===== config.mk =====
export PLATFORM = sky130hd
export DESIGN_NAME = kvi_div
export DESIGN_NICKNAME = d
export VERILOG_FILES = /design/src/rtl/kvi_div.sv
export SDC_FILE = /design/constraint.sdc
export NUM_CORES = 1
export LEC_CHECK = 0
export BUFFER_PORTS_ARGS = -buffer_cell sky130_fd_sc_hd__buf_2
export CORE_ASPECT_RATIO = 0.7
export CORE_MARGIN = 2
export CORE_UTILIZATION = 40
export CTS_BUF_LIST = sky130_fd_sc_hd__clkbuf_4
export CTS_CLUSTER_SIZE = 12
export DETAILED_ROUTE_END_ITERATION = 8
export GPL_TIMING_DRIVEN = 0
export HOLD_SLACK_MARGIN = 0.05
export PLACE_DENSITY = 0.66
export SLEW_MARGIN = 40
export SYNTH_ARGS = -nofsm -noshare
export SYNTH_HDL_FRONTEND = slang
export SYNTH_SLANG_ARGS = --single-unit

===== constraint.sdc =====
create_clock -name clk -period 10.6 [get_ports clk]
set_clock_uncertainty 0.15 [all_clocks]
set_input_delay 0 -clock clk [delete_from_list [all_inputs] [get_ports clk]]
set_output_delay 0 -clock clk [all_outputs]
set_load 0.01 [all_outputs]

===== src/rtl/kvi_div.sv =====
module kvi_div #(
  parameter int FRAC_BITS = 16,
  localparam int QW = FRAC_BITS + 1,
  localparam int CW = $clog2(QW + 1)
) (
  input  logic          clk,
  input  logic          rst_n,
  input  logic          start,
  input  logic [31:0]   num,
  input  logic [31:0]   den,
  output logic          done,
  output logic [QW-1:0] quot
);

  logic          busy_r;
  logic          done_r;
  logic [CW-1:0] step_r;
  logic [32:0]   rem_r;
  logic [31:0]   den_r;
  logic [QW-1:0] quot_r;

  logic [32:0] trial;
  logic        ge;
  logic [32:0] rem_nxt;

  // The numerator never exceeds the divisor, so the first step compares it
  // unshifted and yields the integer bit of the fraction.
  always_comb begin
    trial   = (step_r == '0) ? rem_r : {rem_r[31:0], 1'b0};
    ge      = trial >= {1'b0, den_r};
    rem_nxt = ge ? (trial - {1'b0, den_r}) : trial;
  end

  always_ff @(posedge clk) begin
    if (!rst_n) begin
      busy_r <= 1'b0;
      done_r <= 1'b0;
      step_r <= '0;
    end else begin
      done_r <= 1'b0;
      if (start) begin
        busy_r <= 1'b1;
        step_r <= '0;
        rem_r  <= {1'b0, num};
        den_r  <= den;
        quot_r <= '0;
      end else if (busy_r) begin
        rem_r  <= rem_nxt;
        quot_r <= {quot_r[QW-2:0], ge};
        step_r <= step_r + 1'b1;
        if (step_r == CW'(QW - 1)) begin
          busy_r <= 1'b0;
          done_r <= 1'b1;
        end
      end
    end
  end

  assign done = done_r;
  assign quot = quot_r;

endmodule


==> qor.csv <==
stage,metric,value,unit
synthesis,part of the Yosys area used for sequential elements,43.5,%
status,run status,completed,
clock_network,Clock Path Buffers,2,
synthesis,gate count of the mapped netlist,626,
synthesis,Async SR Flop Fraction,0,%
layout,utilization after layout,51.9,%
floorplanning,number of cell rows,37,
placed_design,post-place instance area,0.00668,mm2
setup_path,data arrival time of the worst path,6.21,ns
routing,DRT Wirelength,16900,um
setup_path,startpoint types,flip-flop,
run,max capacitance violation total,0,
synthesis,mapped cell area,0.00598,mm2
synthesis,cell with the most instances after synthesis,sky130_fd_sc_hd__nand2_1,
clock_network,clock network latency to the later pin of the worst-skew pair,0.48,ns
global_routing,initial antenna violation count,0,
clock_network,total number of H-tree levels,3,
global_routing,vias in the first global route,5124,
synthesis,"Distinct cells, synth",57,
setup_path,"critical path, cell by cell","inv_1, ha_1, nor4b_2, clkbuf_1, mux2_2, ha_1, clkbuf_1, nand2_1, or3_4, o211ai_4, a31oi_4, o31ai_4, a41oi_2, buf_6, mux2i_1, mux2_2, dlygate4sd3_1",
timing,"Slew Viols, Final",0,
routing,DRC,0,
setup_path,kind of critical path,reg2reg,
clock_network,CTS sink count,89,
timing,minimum hold slack,0.0632,ns
synthesis,cell type with the largest total area after synthesis,sky130_fd_sc_hd__edfxtp_1,
routing,average vias per placed instance,5.39,
global_routing,pin count of the biggest net entering global routing,33,
setup_path,"Largest delay share family, worst path",buffers and inverters,
setup_path,Critical-path top delay cell,sky130_fd_sc_hd__clkbuf_1,
timing,post-route fraction of the period consumed by the critical path,57.6,%
timing,RSZ-0062 raised after global routing,no,
timing,relative slew slack,42.8,%
floorplanning,Total Die Area,0.0160,mm2
floorplanning,number of top-level design ports,85,
layout,multi-input combinational cell area,0.00308,mm2
floorplanning,floorplan core area,0.0147,mm2
timing,Setup Total Neg Slack,0,ns
layout,antenna cells,0,
timing,number of hold violations in the final report,0,
synthesis,"EDFF count, synth",82,
setup_path,biggest cell delay along the critical path,0.71,ns
synthesis,cells taking the most area after synthesis,"sky130_fd_sc_hd__edfxtp_1 41%, sky130_fd_sc_hd__ha_1 7.1%, sky130_fd_sc_hd__mux2_2 6.2%",
clock_network,number of buffers added by the clock tree synthesis step,9,
setup_path,"Data required, critical path",10.71,ns
setup_path,worst path buffer plus inverter count,5,
routing,number of vias after detailed routing,5404,
routing,count of nets left with antenna violations after detail routing,0,
global_routing,total gr overflow,0,
power_and_ir_drop,standby leakage power,3.13,nW
layout,final net count,904,
placed_design,detailed placer's ending HPWL,12200,um
layout,fin area,0.00762,mm2
routing,routed length per instance,16.8,um
layout,Register Area,0.00260,mm2
layout,area growth from synthesis to layout,27.5,%
floorplanning,effective utilization at floorplan,40.7,%
placed_design,number of cells after detailed placement,906,
routing,number of design-rule violations left by the first detailed-router iteration,542,
synthesis,number of warning messages in the yosys log,0,
clock_network,library cell used as clock root buffer,sky130_fd_sc_hd__clkbuf_4,
floorplanning,Die Height,106,um
setup_path,FF-to-FF setup slack,4.50,ns
clock_network,clock slew seen by the registers of the worst setup and hold paths,0.18,ns
synthesis,most frequently used flop master after synthesis,sky130_fd_sc_hd__edfxtp_1,
power_and_ir_drop,PwrDens,141,mW/mm2
synthesis,list of most frequent post-synthesis cells,"92 x sky130_fd_sc_hd__nand2_1, 82 x sky130_fd_sc_hd__edfxtp_1, 45 x sky130_fd_sc_hd__nor2_1",
synthesis,"flops & latches, synth",89,
timing,Tightest Pin Transition,0.857,ns
worst_hold_path,Hold Crit Class,in2reg,
global_routing,global-route wire length before repair,25700,um
global_routing,Overall Global Routing Usage,21.0,%
clock_network,buffers inserted during post-CTS setup optimization,0,
setup_path,Worst Path Max Fanout,10,
timing,Achievable Freq,164,MHz
synthesis,Post-Syn Area per Cell,9.55,um2
layout,count of fill cells added during filler insertion,1382,
timing,count of endpoints failing setup in the final report,0,
synthesis,proportion of netlist area held by the largest area contributor,41.2,%
routing,DR pass1 iterations,5,
power_and_ir_drop,largest voltage drop on the vdd net,0.0000552,V
layout,Non-Filler Instances,1002,
synthesis,total nets after synthesis,728,
clock_network,# resized after CTS,0,
placed_design,IO buf count,84,
layout,share of layout cells above drive strength 1,19.1,%
timing,Period minus WS final,6.10,ns
floorplanning,die width,150,um
clock_network,TritonCTS clock tree,done,
placed_design,last weighted congestion value of the routability-driven placer,0.929,
setup_path,Worst Setup End Kind,flip-flop,
==> per-stage QoR <==
| step | total power [mW] | setup slack, ns |
|---|---|---|
| 5_1_grt | 1.14 | 4.29 |
| 3_3_place_gp | 0.833 | 4.59 |
| 6_report | 1.07 | 4.50 |
| 4_1_cts | 1.07 | 4.58 |
| 3_5_place_dp | 0.844 | 4.90 |
| 2_1_floorplan | 0.737 | 5.84 |
==> worst reg2reg max path: cells and delay by family (launching register included) <==
kind	cells	cell delay (ns)
buffers and inverters	5	1.80
and+or+nand+nor	3	1.20
AOI/OAI and AO/OA	4	1.11
muxes	3	0.82
adders and majority gates	2	0.44
DFF	1	0.38
==> area by class of cell <==
cell class	instances	area share (%)
buffer	30	1.85
sequential	89	34.1
timing repair buffer	165	16.3
tap	195	3.20
multi-input combinational	462	40.4
clock buffer	9	0.886
inverter	45	2.22
clock inverter	7	1.03
==> report_power, final <==
| group | switching (mW) | leakage (nW) | total [mW] | internal, mW |
|---|---|---|---|---|
| Sequential | 0.0123 | 0.837 | 0.434 | 0.422 |
| Combinational | 0.252 | 2.21 | 0.437 | 0.185 |
| Clock | 0.144 | 0.0811 | 0.203 | 0.0581 |
| Total | 0.409 | 3.13 | 1.07 | 0.665 |
==> per-layer routing <==
metal | wire, um | GRT usage (%) | part of all wire (%) | up-vias
met3 | 1370 | 4.55 | 8.1 | 21
li1 | - | - | - | 2611
met2 | 7340 | 32.6 | 44 | 233
met5 | 0 | 0 | 0 | -
met1 | 7960 | 30.4 | 47 | 2539
met4 | 193 | 4.04 | 1.1 | 0
==> registers in the layout (all words and copies together), names as in the netlist <==
name	flops
busy_r	1
den_r	32
done	1
quot	17
rem_r	33
step_r	5
==> repair_timing <==
action                     4_1_cts  5_1_grt
setup endpoints to repair        0        0
hold endpoints to repair        99        1
hold buffers                    79        1
==> kinds of logic after synthesis <==
logic type                 count (synthesis)  synth area share (%)
and+or+nand+nor                          218                  17.0
AOI/OAI and AO/OA                        144                  15.8
DFF                                       89                  43.5
buffers and inverters                     75                  5.19
muxes                                     39                  7.22
adders and majority gates                 35                  7.45
xor gates and xnor gates                  26                  3.81
==> layout by cell type (no fill, tap or decap), drive strengths merged, types with 5 or more instances in the layout <==
cell type and n:
edfxtp 82, dlygate4sd3 80, and3 8, buf 95, xor2 8, mux2i 6
mux2 33, dfxtp 7, nor3 6, o21a 7, o21bai 6, o21ai 28
nand2 93, o211ai 12, clkbuf 29, a21o 5, a21oi 38, a31oi 29
xnor2 18, or3 5, nand3 15, nor2b 21, nor2 45, nand4 9
ha 34, nand2b 7, inv 50
==> final timing paths <==
check / from / end / cells after the start
max reg2reg: step_r[0] / rem_r[0] / 17
min reg2reg: step_r[1] / step_r[1] / 2
max: step_r[0] / rem_r[0] / 17
min: den[14] / den_r[14] / 2
(Power assumes the default switching activity.)
